File: src/abtt_pkg.sv
// Shared constants, codes and types for the array binary tree traversal block.
`timescale 1ns / 1ps

package abtt_pkg;

    localparam int MAX_NODES = 63;
    localparam int MAX_DEPTH = 6;

    localparam int BYTE_W  = 8;
    localparam int CMD_W   = 2;
    localparam int ORD_W   = 2;
    localparam int CFG_IDX_W = 1;
    localparam int ADDR_W  = $clog2(MAX_NODES);
    localparam int CNT_W   = $clog2(MAX_NODES + 1);
    localparam int KEY_W   = $clog2(2 * MAX_NODES + 1);
    localparam int SP_W    = $clog2(MAX_DEPTH + 1);
    localparam int STK_W   = $clog2(MAX_DEPTH);

    localparam logic [BYTE_W-1:0] EMPTY_CODE_RESET = 8'd63;

    typedef enum logic [CMD_W-1:0] {
        CMD_LOAD     = 2'd0,
        CMD_TRAVERSE = 2'd1,
        CMD_CLEAR    = 2'd2,
        CMD_NONE     = 2'd3
    } cmd_t;

    typedef enum logic [ORD_W-1:0] {
        ORD_PRE  = 2'd0,
        ORD_IN   = 2'd1,
        ORD_POST = 2'd2,
        ORD_ALT  = 2'd3
    } order_t;

    typedef enum logic [CFG_IDX_W-1:0] {
        REG_ORDER = 1'b0,
        REG_EMPTY = 1'b1
    } cfg_reg_t;

    typedef enum logic [2:0] {
        ST_IDLE,
        ST_CALL,
        ST_CHECK,
        ST_RETURN,
        ST_FINISH
    } walk_state_t;

    // Control decoded from the walker state for one cycle.
    typedef struct packed {
        logic              rd_en;
        logic              push;
        logic              resume;
        logic              pop;
        logic              emit;
        logic              finish;
        logic [BYTE_W-1:0] emit_byte;
    } walk_ctl_t;

endpackage

File: src/array_binary_tree_traversal.sv
// Heap-ordered binary tree store with a pre/in/post-order walker and result buffer.
`timescale 1ns / 1ps
// Loads and clears complete with no result; input stalls while walking. A traversal reaches
//   its first visit down the leftmost path; a pending byte holds it until the next visit.
// One walker step per cycle, held by result stalls: call, check, resume and pop per visited
//   node, call per out-of-range index, call and check per absent node, and return, finish to close.
// Reset: node count, stack pointer, walker state and valids clear at once; order resets to
//   preorder and the empty code to 63. Node memory has no reset and is read below the count.

module array_binary_tree_traversal
    import abtt_pkg::*;
(
    input  logic                 clk,
    input  logic                 rst_n,
    // input transaction channel
    input  logic                 in_valid,
    output logic                 in_stall,
    input  logic [CMD_W-1:0]     command,
    input  logic [BYTE_W-1:0]    node_byte,
    // result transaction channel
    output logic                 out_valid,
    input  logic                 out_stall,
    output logic [BYTE_W-1:0]    visited_byte,
    output logic                 last_of_run,
    output logic                 tree_empty,
    // configuration write channel
    input  logic                 cfg_valid,
    output logic                 cfg_ready,
    input  logic [CFG_IDX_W-1:0] cfg_index,
    input  logic [BYTE_W-1:0]    cfg_data
);

    // ------------------------------------------------------------------
    // Configuration registers
    // ------------------------------------------------------------------
    logic [ORD_W-1:0]  order_reg;
    logic [BYTE_W-1:0] empty_code_reg;

    assign cfg_ready = 1'b1;

    always_ff @(posedge clk or negedge rst_n)
    begin
        if (!rst_n)
        begin
            order_reg      <= ORD_PRE;
            empty_code_reg <= EMPTY_CODE_RESET;
        end
        else if (cfg_valid && cfg_ready)
        begin
            unique case (cfg_reg_t'(cfg_index))
                REG_ORDER: order_reg      <= cfg_data[ORD_W-1:0];
                REG_EMPTY: empty_code_reg <= cfg_data;
            endcase
        end
    end

    // Order selector 3 walks as preorder.
    logic is_in;
    logic is_post;
    logic is_pre;
    assign is_in   = (order_t'(order_reg) == ORD_IN);
    assign is_post = (order_t'(order_reg) == ORD_POST);
    assign is_pre  = !is_in && !is_post;

    // ------------------------------------------------------------------
    // Walker state, node memory and frame stack
    // ------------------------------------------------------------------
    walk_state_t state_reg;
    walk_state_t state_next;
    walk_ctl_t   ctl;

    logic [KEY_W-1:0]  k_reg;        // node index of the current call
    logic [CNT_W-1:0]  count_reg;    // nodes loaded so far
    logic [SP_W-1:0]   sp_reg;       // frames on the stack

    logic [BYTE_W-1:0] node_mem [MAX_NODES];
    logic [BYTE_W-1:0] rd_data_reg;

    // One frame per tree level: node index, node byte, left-done flag.
    logic [ADDR_W-1:0] stk_idx   [MAX_DEPTH];
    logic [BYTE_W-1:0] stk_byte  [MAX_DEPTH];
    logic              stk_phase [MAX_DEPTH];

    logic [SP_W-1:0]   top_sp;
    logic [STK_W-1:0]  top_i;
    logic [STK_W-1:0]  push_i;
    assign top_sp = sp_reg - SP_W'(1);
    assign top_i  = top_sp[STK_W-1:0];
    assign push_i = sp_reg[STK_W-1:0];

    // One pending byte sits ahead of the output register so that the last
    // result of a run can be flagged once the walk ends.
    logic              pend_valid_reg;
    logic [BYTE_W-1:0] pend_byte_reg;

    logic              out_valid_reg;
    logic [BYTE_W-1:0] out_byte_reg;
    logic              out_last_reg;
    logic              out_empty_reg;

    logic in_acc;
    logic out_free;
    logic can_emit;
    logic k_in_range;
    logic node_absent;

    assign in_stall    = (state_reg != ST_IDLE);
    assign in_acc      = in_valid && !in_stall;
    assign out_free    = !out_valid_reg || !out_stall;
    assign can_emit    = !pend_valid_reg || out_free;
    assign k_in_range  = (k_reg < KEY_W'(count_reg));
    assign node_absent = (rd_data_reg == empty_code_reg);

    // Next state
    always_comb
    begin
        state_next = state_reg;
        unique case (state_reg)
            ST_IDLE:
            begin
                if (in_acc && (cmd_t'(command) == CMD_TRAVERSE))
                    state_next = ST_CALL;
            end
            ST_CALL:
            begin
                state_next = k_in_range ? ST_CHECK : ST_RETURN;
            end
            ST_CHECK:
            begin
                if (node_absent)
                    state_next = ST_RETURN;
                else if (ctl.push)
                    state_next = ST_CALL;
            end
            ST_RETURN:
            begin
                if (sp_reg == '0)
                    state_next = ST_FINISH;
                else if (ctl.resume)
                    state_next = ST_CALL;
            end
            ST_FINISH:
            begin
                if (ctl.finish)
                    state_next = ST_IDLE;
            end
            default: state_next = ST_IDLE;
        endcase
    end

    // Walker control: each step that emits waits for room in the result buffer.
    always_comb
    begin
        ctl = '0;
        unique case (state_reg)
            ST_CALL:
            begin
                ctl.rd_en = k_in_range;
            end
            ST_CHECK:
            begin
                ctl.emit_byte = rd_data_reg;
                if (!node_absent && (!is_pre || can_emit))
                begin
                    ctl.push = 1'b1;
                    ctl.emit = is_pre;
                end
            end
            ST_RETURN:
            begin
                ctl.emit_byte = stk_byte[top_i];
                if (sp_reg != '0)
                begin
                    if (!stk_phase[top_i])
                    begin
                        if (!is_in || can_emit)
                        begin
                            ctl.resume = 1'b1;
                            ctl.emit   = is_in;
                        end
                    end
                    else if (!is_post || can_emit)
                    begin
                        ctl.pop  = 1'b1;
                        ctl.emit = is_post;
                    end
                end
            end
            ST_FINISH:
            begin
                ctl.finish = out_free;
            end
            default: ctl = '0;
        endcase
    end

    always_ff @(posedge clk or negedge rst_n)
    begin
        if (!rst_n)
            state_reg <= ST_IDLE;
        else
            state_reg <= state_next;
    end

    // Node count: advance on load into a non-full table, drop to zero on clear.
    always_ff @(posedge clk or negedge rst_n)
    begin
        if (!rst_n)
            count_reg <= '0;
        else if (in_acc)
        begin
            priority if (cmd_t'(command) == CMD_CLEAR)
                count_reg <= '0;
            else if ((cmd_t'(command) == CMD_LOAD) && (count_reg < CNT_W'(MAX_NODES)))
                count_reg <= count_reg + CNT_W'(1);
            else
                count_reg <= count_reg;
        end
    end

    // Node memory: write on load, registered read for the walker.
    always_ff @(posedge clk)
    begin
        if (in_acc && (cmd_t'(command) == CMD_LOAD) && (count_reg < CNT_W'(MAX_NODES)))
            node_mem[count_reg[ADDR_W-1:0]] <= node_byte;
        if (ctl.rd_en)
            rd_data_reg <= node_mem[k_reg[ADDR_W-1:0]];
    end

    // Current index: root on each accepted command, left child on push, right child on resume.
    always_ff @(posedge clk)
    begin
        priority if (in_acc)
            k_reg <= '0;
        else if (ctl.push)
            k_reg <= KEY_W'({k_reg[ADDR_W-1:0], 1'b1});
        else if (ctl.resume)
            k_reg <= KEY_W'({stk_idx[top_i], 1'b0}) + KEY_W'(2);
        else
            k_reg <= k_reg;
    end

    always_ff @(posedge clk or negedge rst_n)
    begin
        if (!rst_n)
            sp_reg <= '0;
        else if (ctl.push)
            sp_reg <= sp_reg + SP_W'(1);
        else if (ctl.pop)
            sp_reg <= top_sp;
    end

    always_ff @(posedge clk)
    begin
        if (ctl.push)
        begin
            stk_idx[push_i]   <= k_reg[ADDR_W-1:0];
            stk_byte[push_i]  <= rd_data_reg;
            stk_phase[push_i] <= 1'b0;
        end
        else if (ctl.resume)
            stk_phase[top_i] <= 1'b1;
    end

    // Result buffer: hold one byte back, push the previous one out on each emit,
    // flag the held byte as last when the walk finishes.
    always_ff @(posedge clk or negedge rst_n)
    begin
        if (!rst_n)
        begin
            pend_valid_reg <= 1'b0;
            out_valid_reg  <= 1'b0;
        end
        else
        begin
            if (ctl.emit)
            begin
                pend_valid_reg <= 1'b1;
                if (pend_valid_reg)
                    out_valid_reg <= 1'b1;
                else if (out_valid_reg && !out_stall)
                    out_valid_reg <= 1'b0;
            end
            else if (ctl.finish)
            begin
                pend_valid_reg <= 1'b0;
                out_valid_reg  <= 1'b1;
            end
            else if (out_valid_reg && !out_stall)
                out_valid_reg <= 1'b0;
        end
    end

    always_ff @(posedge clk)
    begin
        if (ctl.emit)
        begin
            pend_byte_reg <= ctl.emit_byte;
            if (pend_valid_reg)
            begin
                out_byte_reg  <= pend_byte_reg;
                out_last_reg  <= 1'b0;
                out_empty_reg <= 1'b0;
            end
        end
        else if (ctl.finish)
        begin
            out_byte_reg  <= pend_valid_reg ? pend_byte_reg : '0;
            out_last_reg  <= 1'b1;
            out_empty_reg <= !pend_valid_reg;
        end
    end

    assign out_valid    = out_valid_reg;
    assign visited_byte = out_byte_reg;
    assign last_of_run  = out_last_reg;
    assign tree_empty   = out_empty_reg;

    // ------------------------------------------------------------------
    // Assertions
    // ------------------------------------------------------------------
    a_stack_bound: assert property (@(posedge clk) disable iff (!rst_n)
        sp_reg <= SP_W'(MAX_DEPTH))
        else $error("walk stack overflow");

    a_idle_empty_stack: assert property (@(posedge clk) disable iff (!rst_n)
        (state_reg == ST_IDLE) |-> (sp_reg == '0) && !pend_valid_reg)
        else $error("walker idle with frames or a pending byte");

    a_finish_flags_last: assert property (@(posedge clk) disable iff (!rst_n)
        ctl.finish |=> out_valid_reg && out_last_reg)
        else $error("finished walk without a last result");

    a_emit_has_room: assert property (@(posedge clk) disable iff (!rst_n)
        (ctl.emit && pend_valid_reg) |-> out_free)
        else $error("result overwritten while stalled");

    a_count_bound: assert property (@(posedge clk) disable iff (!rst_n)
        count_reg <= CNT_W'(MAX_NODES))
        else $error("node count past capacity");

endmodule
File: config.mk
export PLATFORM = sky130hd
export DESIGN_NAME = array_binary_tree_traversal
export DESIGN_NICKNAME = d
export VERILOG_FILES = /design/src/abtt_pkg.sv /design/src/array_binary_tree_traversal.sv
export SDC_FILE = /design/constraint.sdc
export NUM_CORES = 1
export LEC_CHECK = 0
export BUFFER_PORTS_ARGS = -buffer_cell sky130_fd_sc_hd__buf_4
export CAP_MARGIN = 5
export CORE_AREA = 2 2 241 243
export CTS_CLUSTER_DIAMETER = 50
export DETAILED_ROUTE_END_ITERATION = 8
export DIE_AREA = 0 0 243 245
export PLACE_DENSITY = 0.69
export SLEW_MARGIN = 20
export SYNTH_ARGS = -nofsm -noshare
export SYNTH_HDL_FRONTEND = slang
export SYNTH_SLANG_ARGS = --single-unit
export TNS_END_PERCENT = 5
File: constraint.sdc
create_clock -name clk -period 10.2 [get_ports clk]
set_input_delay 2.04 -clock clk [delete_from_list [all_inputs] [get_ports clk]]
set_output_delay 2.04 -clock clk [all_outputs]
set_load 0.02 [all_outputs]
# Yosys cells after proc, flatten, opt, wreduce, memory -nomap -nowiden
# Memories as Yosys holds them, arrays and structs flattened. A register that Yosys moved wholly into a read port is not among the register bits.
# Index checks and enable logic that the tools add are counted.
op_classes:
  reduce_logical: 36
  eq_ne: 14
  multipliers: 0
  shift: 0
  mux: 54
  n_div: 0
  n_addsub: 4
  magnitude_cmp: 2
  n_bitwise: 1
ops:
  columns: ["op", "n"]
  rows:
  - ["2-to-1 mux 8 bit", 4]
  - ["2-to-1 mux 1 bit", 31]
  - ["2-to-1 mux 3 bit", 10]
  - ["one-hot mux 8 bit (2 select lines)", 1]
  - ["one-hot mux 3 bit (5 select lines)", 1]
  - ["2-to-1 mux 7 bit", 2]
  - ["2-to-1 mux 6 bit", 2]
  - ["== test 8 bit", 1]
  - ["logical AND 1 bit", 8]
  - ["logical NOT 1 bit", 8]
  - ["AND reduction 2 bit", 4]
  - ["nonzero test 2 bit", 4]
  - ["adder 7 x 2 -> 7 bit (second input constant)", 1]
  - ["< comparator 7 x 6 -> 1 bit", 1]
  - ["adder 6 x 1 -> 6 bit (second input constant)", 1]
  - ["== test 3 x 2 -> 1 bit (second input constant)", 2]
  - ["logical NOT 3 bit", 2]
  - ["< comparator 6 bit (second input constant)", 1]
  - ["inequality test 3 bit (second input constant)", 2]
  - ["nonzero test 3 bit", 2]
  - ["logical OR 1 bit", 5]
  - ["== test 2 x 1 -> 1 bit (second input constant)", 2]
  - ["== test 2 bit (second input constant)", 2]
  - ["2-to-1 mux 2 bit", 2]
  - ["other kinds (11)", 12]
totals:
  reg_bits: 49
  input_bits: 24
  mem_count: 4
  latch_bits: 0
  mem_bits_rw: 594
  mem_bits_ro: 0
  output_inout_bits: 13
mem_list:
  columns: ["name", "depth", "word_bits", "read_ports", "rd_ports_with_merged_regs", "wr", "line_no", "text"]
  rows:
  - ["node_mem", 63, 8, 1, 1, 1, "array_binary_tree_traversal.sv:76", "logic [BYTE_W-1:0] node_mem [MAX_NODES];"]
  - ["stk_byte", 6, 8, 1, 0, 1, "array_binary_tree_traversal.sv:81", "logic [BYTE_W-1:0] stk_byte [MAX_DEPTH];"]
  - ["stk_idx", 6, 6, 1, 0, 1, "array_binary_tree_traversal.sv:80", "logic [ADDR_W-1:0] stk_idx [MAX_DEPTH];"]
  - ["stk_phase", 6, 1, 1, 0, 1, "array_binary_tree_traversal.sv:82", "logic stk_phase [MAX_DEPTH];"]

# Longest topological paths before layout
# Gate-level depths: netlist of the first run.
logic_depth:
  word_depth: 13
  depth_mapped: 14
  depth_no_buf: 9

# Least setup slack after synthesis of the first run
# OpenSTA, ideal clock, no wires.
synth_timing:
  kind: "input-to-reg"
  start: "input port out_stall"
  end: "memory stk_byte[0][0] (enable)"
  required_ps: 9794
  path_stages: 5
  t_arrival_ps: 4016
  slack_ps: 5778
  cell_sequence: "and3_1 -> clkbuf_1 -> a21boi_1 -> and2_1 -> nor3b_1"
synth_via:
  elab_chain_len: 9
synth_lines:
  columns: ["item", "line_no", "text"]
  rows:
  - ["start, declared", "array_binary_tree_traversal.sv:22", "input logic out_stall,"]
  - ["logical NOT 1 bit", "array_binary_tree_traversal.sv:109", "assign out_free = !out_valid_reg || !out_stall;"]
  - ["logical OR 1 bit", "array_binary_tree_traversal.sv:109", null]
  - ["logical OR 1 bit", "array_binary_tree_traversal.sv:110", "assign can_emit = !pend_valid_reg || out_free;"]
  - ["logical OR 1 bit", "array_binary_tree_traversal.sv:163", "if (!node_absent && (!is_pre || can_emit))"]
  - ["logical AND 1 bit", "array_binary_tree_traversal.sv:163", null]
  - ["2-to-1 mux 1 bit", "array_binary_tree_traversal.sv:163", null]
  - ["2-to-1 mux 1 bit", "array_binary_tree_traversal.sv:155", "unique case (state_reg)"]
  - ["2-to-1 mux 1 bit", "array_binary_tree_traversal.sv:255", "if (ctl.push)"]
  - ["2-to-1 mux 1 bit (implied by the code)", "array_binary_tree_traversal.sv:258", "stk_byte[push_i] <= rd_data_reg;"]
  - ["end, declared", "array_binary_tree_traversal.sv:81", null]
# No other way between the ends.

# Final worst setup path of the first run
layout_timing:
  start: "register sp_reg[0] (netlist: push_i[0])"
  end: "register out_byte_reg[6] (netlist: visited_byte[6]) (enable)"
layout_via:
  elab_chain_len: 7
layout_lines:
  columns: ["item", "line_no", "text"]
  rows:
  - ["start, declared", "array_binary_tree_traversal.sv:74", "logic [SP_W-1:0] sp_reg;"]
  - ["start signal, assigned", "array_binary_tree_traversal.sv:248", "sp_reg <= sp_reg + SP_W'(1);"]
  - ["start signal, assigned", "array_binary_tree_traversal.sv:250", "sp_reg <= top_sp;"]
  - ["subtractor 3 x 1 -> 3 bit", "array_binary_tree_traversal.sv:87", "assign top_sp = sp_reg - SP_W'(1);"]
  - ["memory (6 x 1 bit)", null, null]
  - ["2-to-1 mux 1 bit", "array_binary_tree_traversal.sv:174", "if (!stk_phase[top_i])"]
  - ["2-to-1 mux 3 bit (*)", "array_binary_tree_traversal.sv:172", "if (sp_reg != '0)"]
  - ["one-hot mux 1 bit (2 select lines) (*)", "array_binary_tree_traversal.sv:155", null]
  - ["inequality test 2 x 1 -> 1 bit (no source line) or nonzero test 2 bit (tied branches)", null, null]
  - ["AND reduction 2 bit (no source line) (*)", null, null]
  - ["end signal, assigned", "array_binary_tree_traversal.sv:301", "out_byte_reg <= pend_byte_reg;"]
  - ["end signal, assigned", "array_binary_tree_traversal.sv:308", "out_byte_reg <= pend_valid_reg ? pend_byte_reg : '0;"]
  - ["end, declared", "array_binary_tree_traversal.sv:97", "logic [BYTE_W-1:0] out_byte_reg;"]
# Mark *: on every way between the ends. The rest lies on a longest branch, timed or not.
# A chain may end at the register's enable or synchronous reset.

==> metrics.txt, run 1 <==
internal cell power=5.49 mW; Max Cap Violations=0; drt wl/cell=25.1 µm; hold path cells=1; Resize count post-CTS=0; H-tree levels=3; Startpoint Class=register; Worst path max stage delay=1.02 ns; Worst Clk Skew=0.0441 ns; Clock Tree Buf Depth=3; Worst VDD drop=0.000175 V; RSZ-0062 raised after global routing=no; CP Class=register to register; fin crit share=44.1%; f_max=223 MHz; CTS Buf Count=67; clock power share=30.3%; # IOs=37; Fillers=4504; Yosys reg bits=651; height of the die=245 µm; IO buf count=35; DR vias=12300; vias in the first global route=12600; Antenna diodes=0; status=complete, no violations; Required @ worst endpoint=10.42 ns; Hold Crit Class=register to register; synth unique cells=55; area grow syn2layout=12.3%; Cell Chain, Critical Path=inv_1, ha_2, mux4_2, mux2_2, mux2i_1, nor2_1, a21o_1, a21boi_0, a21oi_1; Initial Utilization=45.3%; CP max FO=34; Slew Viols, Final=0; post-synthesis sequential area ratio=74.9%; post-synth net total=1315; cell count of the worst reg-to-reg path=9; DRT Pass-1 Iters=6; Ys Warns=0; Crit path buffers/inverters=1; Reg-to-Reg Start=push_i[0]$_DFFE_PN0P_; clk sink count=651; Nets=1373; gpl congestion=0.795; max reg flops=504; Slowest-stage cell, CP=dfrtp_2; chip width=243 µm; top_reg_cell synth=edfxtp_1; placed cell area=26900 µm²; Post-synth EDFFs=620; most frequent cells in the layout=edfxtp_1 (620), mux4_2 (166), nor2_1 (111); GR Overflow Total=0; die footprint=59500 µm²; Comb power frac=26.3%; worst-skew pair later-pin latency=0.61 ns; Remaining DRCs=0; largest net degree at the start of global routing=65; CORE AREA=57000 µm²; Core Util, Final=50.9%; Hold EP=visited_byte[1]$_DFFE_PP_; Tot GR Track Use=18.6%; Power Total=7.79 mW; initial antenna violation count=0; Fin Setup TNS=0 ns; crit path time final=4.49 ns; CP endpoint kind=register; switching power=2.30 mW; Leak=9.15 nW; WP data arrival=4.71 ns; Syn Std Cell Area=25900 µm²; Clock Tree Root=clkbuf_16; Critical R2R Capture=visited_byte[6]$_DFFE_PP_; layout cells sized above 1=25.1%; Final setup violation count=0; postcts setup bufs=0; actual slew at the worst max-slew pin=0.988 ns; Crit path max-delay family=flip-flops; first-pass GRT wire length=82.1 mm; # rows=88; switching share of power=29.5%; 1st-iter DRT viols=1253; most common cell after layout, fill and taps aside=edfxtp_1; TritonCTS clock tree=yes; wirelength, routed=54.1 mm; clock slew at reported path FFs=0.06 ns; cells after synthesis=1279; Sequential Power Share=43.3%; ANT nets after route=0; Final Cell Area=29000 µm²; FFs w/ async S/R, synth=3.69%; R2R Setup Slk=5.71 ns; Avg Cell Area, Syn=20.2 µm²; Hold Path Origin=pend_byte_reg[1]$_DFFE_PP_; Power Density=268 nW/µm²; Fin. Hold Viols=0; HPWL Detailed=32.1 mm; drt via density=5.71; relative max-transition margin=34.1%; Post-CTS Hold Buffers=0
==> layout make-up <==
| class | instances | area, µm² | area share [%] |
|---|---|---|---|
| Clock buffer | 86 | 1810 | 6.24 |
| Sequential cell | 651 | 19400 | 66.7 |
| Multi-Input combinational cell | 551 | 6140 | 21.2 |
| Inverter | 15 | 56.3 | 0.194 |
| Clock inverter | 34 | 312 | 1.07 |
| Timing Repair Buffer | 51 | 383 | 1.32 |
| Tap cell | 765 | 957 | 3.30 |
==> cell usage after synthesis (12+ instances only) <==
| cell | number | share of area [%] |
|---|---|---|
| ha_1 | 12 | 0.58 |
| a21oi_1 | 20 | 0.39 |
| mux2i_1 | 39 | 1.5 |
| edfxtp_1 | 620 | 72 |
| mux4_2 | 166 | 14 |
| nand2_1 | 51 | 0.74 |
| nor2_1 | 111 | 1.6 |
| o21ai_0 | 20 | 0.39 |
| buf_2 | 31 | 0.60 |
| dfrtp_1 | 18 | 1.7 |
| clkbuf_1 | 17 | 0.25 |
| mux2_2 | 20 | 0.87 |
| inv_1 | 14 | 0.20 |
==> power by group through the flow <==
| stage | clock network [mW] | registers [mW] | logic, mW |
|---|---|---|---|
| after floorplan | 0 | 3.28 | 1.61 |
| after global placement | 0 | 3.43 | 2.03 |
| after detailed placement | 0 | 3.44 | 2.06 |
| after CTS | 2.40 | 3.38 | 2.07 |
| after global routing | 2.51 | 3.41 | 2.20 |
| final | 2.36 | 3.37 | 2.05 |
==> through the flow <==
stage          hold slack (ns)  setup slack (ns)  cells
2_1_floorplan            0.492              5.78   1279
3_3_place_gp             0.501              5.39   2033
3_5_place_dp             0.504              5.35   2033
4_1_cts                  0.518              5.34   2153
5_1_grt                  0.538              5.35   2153
6_report                 0.519              5.71   2153
==> metal layers <==
layer | GRT usage [%] | routed length [µm] | vias up | share of wire, %
li1 | - | - | 5305 | -
met1 | 26.1 | 22800 | 6405 | 42
met2 | 29.8 | 26200 | 496 | 48
met3 | 4.01 | 3740 | 91 | 6.9
met4 | 5.21 | 1370 | 0 | 2.5
met5 | 0 | 0 | - | 0
==> worst max path at each step <==
stage / start / end / slack (ns) / depth (start not counted)
2_1_floorplan: out_stall / stk_byte[0][0]$_DFFE_PP_ / 5.78 / 5
3_3_place_gp: command[1] / node_mem[3][1]$_DFFE_PP_ / 5.39 / 6
3_5_place_dp: push_i[0]$_DFFE_PN0P_ / last_of_run$_DFFE_PP_ / 5.35 / 9
4_1_cts: push_i[0]$_DFFE_PN0P_ / visited_byte[6]$_DFFE_PP_ / 5.34 / 9
5_1_grt: push_i[0]$_DFFE_PN0P_ / visited_byte[3]$_DFFE_PP_ / 5.35 / 9
6_report: push_i[0]$_DFFE_PN0P_ / visited_byte[6]$_DFFE_PP_ / 5.71 / 9
==> cells by family after synthesis <==
logic type	Yosys count	share of synthesized area, %
other cells	1	0.0145
mux	225	16.8
compound gates	78	1.92
xor+xnor	21	0.711
flops	651	74.9
simple gates	214	3.63
buf+inv	77	1.41
fa+ha+maj	12	0.581
Note: power is estimated with default switching activity, not from simulation.
==> run 2: changes to the inputs <==
--- a/config.mk
+++ b/config.mk
@@ -5,12 +5,13 @@
 export SDC_FILE = /design/constraint.sdc
 export NUM_CORES = 1
 export LEC_CHECK = 0
+export ABC_AREA = 1
 export BUFFER_PORTS_ARGS = -buffer_cell sky130_fd_sc_hd__buf_4
 export CAP_MARGIN = 5
-export CORE_AREA = 2 2 241 243
+export CORE_AREA = 2 2 244 246
 export CTS_CLUSTER_DIAMETER = 50
 export DETAILED_ROUTE_END_ITERATION = 8
-export DIE_AREA = 0 0 243 245
+export DIE_AREA = 0 0 246 248
 export PLACE_DENSITY = 0.69
 export SLEW_MARGIN = 20
 export SYNTH_ARGS = -nofsm -noshare
==> constraint.sdc (replaced) <==
create_clock -name clk -period 4.28 [get_ports clk]
set_input_delay 0.856 -clock clk [delete_from_list [all_inputs] [get_ports clk]]
set_output_delay 0.856 -clock clk [all_outputs]
set_load 0.02 [all_outputs]
==> run 2 against run 1 <==
Net effect:
- critical path depth shrank 4
- clock skew shrank 0.020 ns
- cell count grew 45%
- fmax grew 30%
- via count grew 45%
- design area grew 3.9%
- utilization grew 0.68 points
- clock power grew 140%
- synthesized cell count grew 75%
- sequential share of layout area shrank 2.5 points
- first-iteration DRC count grew 87%
- critical path type unchanged
- sequential power grew 130%
==> metrics.txt, run 2 <==
status=complete, no violations; Worst path max stage delay=1.16 ns (+0.14 ns); Startpoint Class=register; Tot GR Track Use=22.0% (+3.3 points); IO buf count=35 (unchanged); ANT nets after route=0 (unchanged); # IOs=37 (unchanged); f_max=289 MHz (+30%); area grow syn2layout=13.2%; Cell Chain, Critical Path=clkinv_1, nand2_1, nand3_1, nand3_1, o21ai_0; Slew Viols, Final=0 (unchanged); most common cell in the netlist=edfxtp_1; Resize count post-CTS=0 (unchanged); Fin Setup TNS=0 ns (unchanged); post-synth top area share=69.9% (-2.1 points); post-synthesis sequential area ratio=72.7% (-2.2 points); Worst VDD drop=0.000632 V (+260%); clock slew at reported path FFs=0.06 ns (about the same); FFs w/ async S/R, synth=3.69% (unchanged); Clock Tree Buf Depth=3 (unchanged); DR vias=17800 (+45%); Ys Warns=0 (unchanged); Yosys reg bits=651 (unchanged); Hold Crit Class=input port to asynchronous set/reset pin; Leak=10.6 nW (+16%); Nets=2339 (+70%); clk sink count=651 (unchanged); synth unique cells=44 (-20%); crit path from=k_reg[3]$_SDFFE_PP0P_; 1st-iter DRT viols=2341 (+87%); pre-CTS setup slack=0.700 ns (-4.65 ns); CTS Buf Count=68 (+1.5%); fin crit share=80.9% (+37 points); post-synth net total=2279 (+73%); drt wl/cell=21.4 µm (-15%); Slowest-stage cell, CP=clkinv_1; GR Overflow Total=0 (unchanged); largest net degree at the start of global routing=257 (+300%); crit path time final=3.46 ns (-1.03 ns); cells after synthesis=2243 (+75%); height of the die=248 µm (+1.2%); worst-skew pair later-pin latency=0.61 ns (about the same); layout cells sized above 1=10.6% (-14 points); CORE AREA=58500 µm² (+2.5%); most used cell, CP=nand3_1; top_reg_cell synth=edfxtp_1; Clock Tree Root=clkbuf_16; Initial Utilization=45.6% (+0.24 points); synth top area cells=edfxtp_1 (70%), nand2_1 (5.6%), o21ai_0 (5.3%), nor2_1 (5.1%), o22ai_1 (2.7%); Remaining DRCs=0 (unchanged); Final Cell Area=30200 µm² (+3.9%); Power Density=651 nW/µm² (+140%); chip width=246 µm (+1.2%); most frequent cells in the layout=edfxtp_1 (620), nand2_1 (398), nor2_1 (364); first-pass GRT wire length=102 mm (+24%); CP Class=register to register; Core Util, Final=51.6% (+0.68 points); postcts setup bufs=0 (unchanged); Antenna diodes=0 (unchanged); max reg flops=504 (unchanged); Final setup violation count=0 (unchanged); # rows=89 (+1.1%); RSZ-0062 raised after global routing=no; wirelength, routed=66.9 mm (+24%); relative max-transition margin=27.5% (-6.6 points); HPWL Detailed=38.6 mm (+20%); min setup slack post-route=0.818 ns (-4.89 ns); Post-CTS Hold Buffers=0 (unchanged); H-tree levels=3 (unchanged); Post-synth EDFFs=620 (unchanged); Worst Clk Skew=0.0242 ns (-0.0199 ns); Max Cap Violations=0 (unchanged); die footprint=61000 µm² (+2.5%); Avg Cell Area, Syn=11.9 µm² (-41%); most common cell after layout, fill and taps aside=edfxtp_1; CP max FO=32 (-5.9%); synth cell count leaders=edfxtp_1 (620), nand2_1 (398), nor2_1 (364); Fin. Hold Viols=0 (unchanged); initial antenna violation count=1 (+1); Required @ worst endpoint=4.57 ns (-5.85 ns); placed cell area=28000 µm² (+4.0%); Yosys top cell by area=edfxtp_1; vias in the first global route=17700 (+40%); drt via density=5.71 (about the same); WP data arrival=3.75 ns (-0.96 ns); gpl congestion=0.866 (+8.9%); actual slew at the worst max-slew pin=1.08 ns (+0.0926 ns); Reg-to-Reg Start=k_reg[3]$_SDFFE_PP0P_; TritonCTS clock tree=yes; DRT Pass-1 Iters=6 (unchanged); CP endpoint kind=register; Syn Std Cell Area=26600 µm² (+3.0%)
-- run 2: metal layers --
metal | GRT usage, % | wire [µm] | up-vias
li1 | - | - | 8117
met4 | 7.84 | 2060 | 2
met3 | 4.93 | 5830 | 155
met2 | 35.3 | 31500 | 892
met5 | 0 | 13 | -
met1 | 29.5 | 27600 | 8683
-- run 2: cell families after synthesis --
logic type / share of synthesized area [%]
xor+xnor: 0.423
other cells: 0.0141
fa+ha+maj: 0.563
simple gates: 13.7
flops: 72.7
buf+inv: 3.10
compound gates: 9.25
mux: 0.254
-- run 2: where the power goes --
group	total, mW	switching [mW]	internal (mW)
sequential	7.81	0.308	7.50
clock	5.78	2.44	3.33
combinational	6.05	4.34	1.71
total	19.6	7.09	12.5
-- run 2: cell type report --
cell class	count	area, µm²
tap	773	967
sequential	651	19400
timing repair buffer	117	891
multi-input combinational	1387	6450
inverter	78	302
fill	4941	28300
clock inverter	38	337
clock buffer	84	1850
-- run 2: worst paths after layout --
kind	cells past startpoint	slack [ns]	endpoint
setup / recovery	5	0.82	rd_data_reg[7]$_DFFE_PP_
hold / removal	1	0.16	empty_code_reg[6]$_DFFE_PN0P_
setup reg to reg	5	0.82	rd_data_reg[7]$_DFFE_PP_
hold reg to reg	2	0.52	empty_code_reg[0]$_DFFE_PN1P_
max in group asynchronous	1	3.82	empty_code_reg[0]$_DFFE_PN1P_
min in group clk	2	0.48	empty_code_reg[7]$_DFFE_PN0P_
-- run 2: per-stage QoR --
stage | cells | hold WS [ns] | power [mW]
final | 3128 | 0.157 | 19.6
after global routing | 3128 | 0.161 | 20.6
after CTS | 3128 | 0.149 | 19.6
after detailed placement | 3006 | 0.512 | 13.8
after floorplan | 2243 | 0.477 | 11.9
after global placement | 3006 | 0.499 | 13.7
-- run 2: critical path, delay by kind of cell, from the launching register on --
family	cells	cell delay [ns]
buffers and inverters	1	1.16
flip-flops	1	0.97
AND/OR/NAND/NOR	3	0.79
AO/OA/AOI/OAI	1	0.21
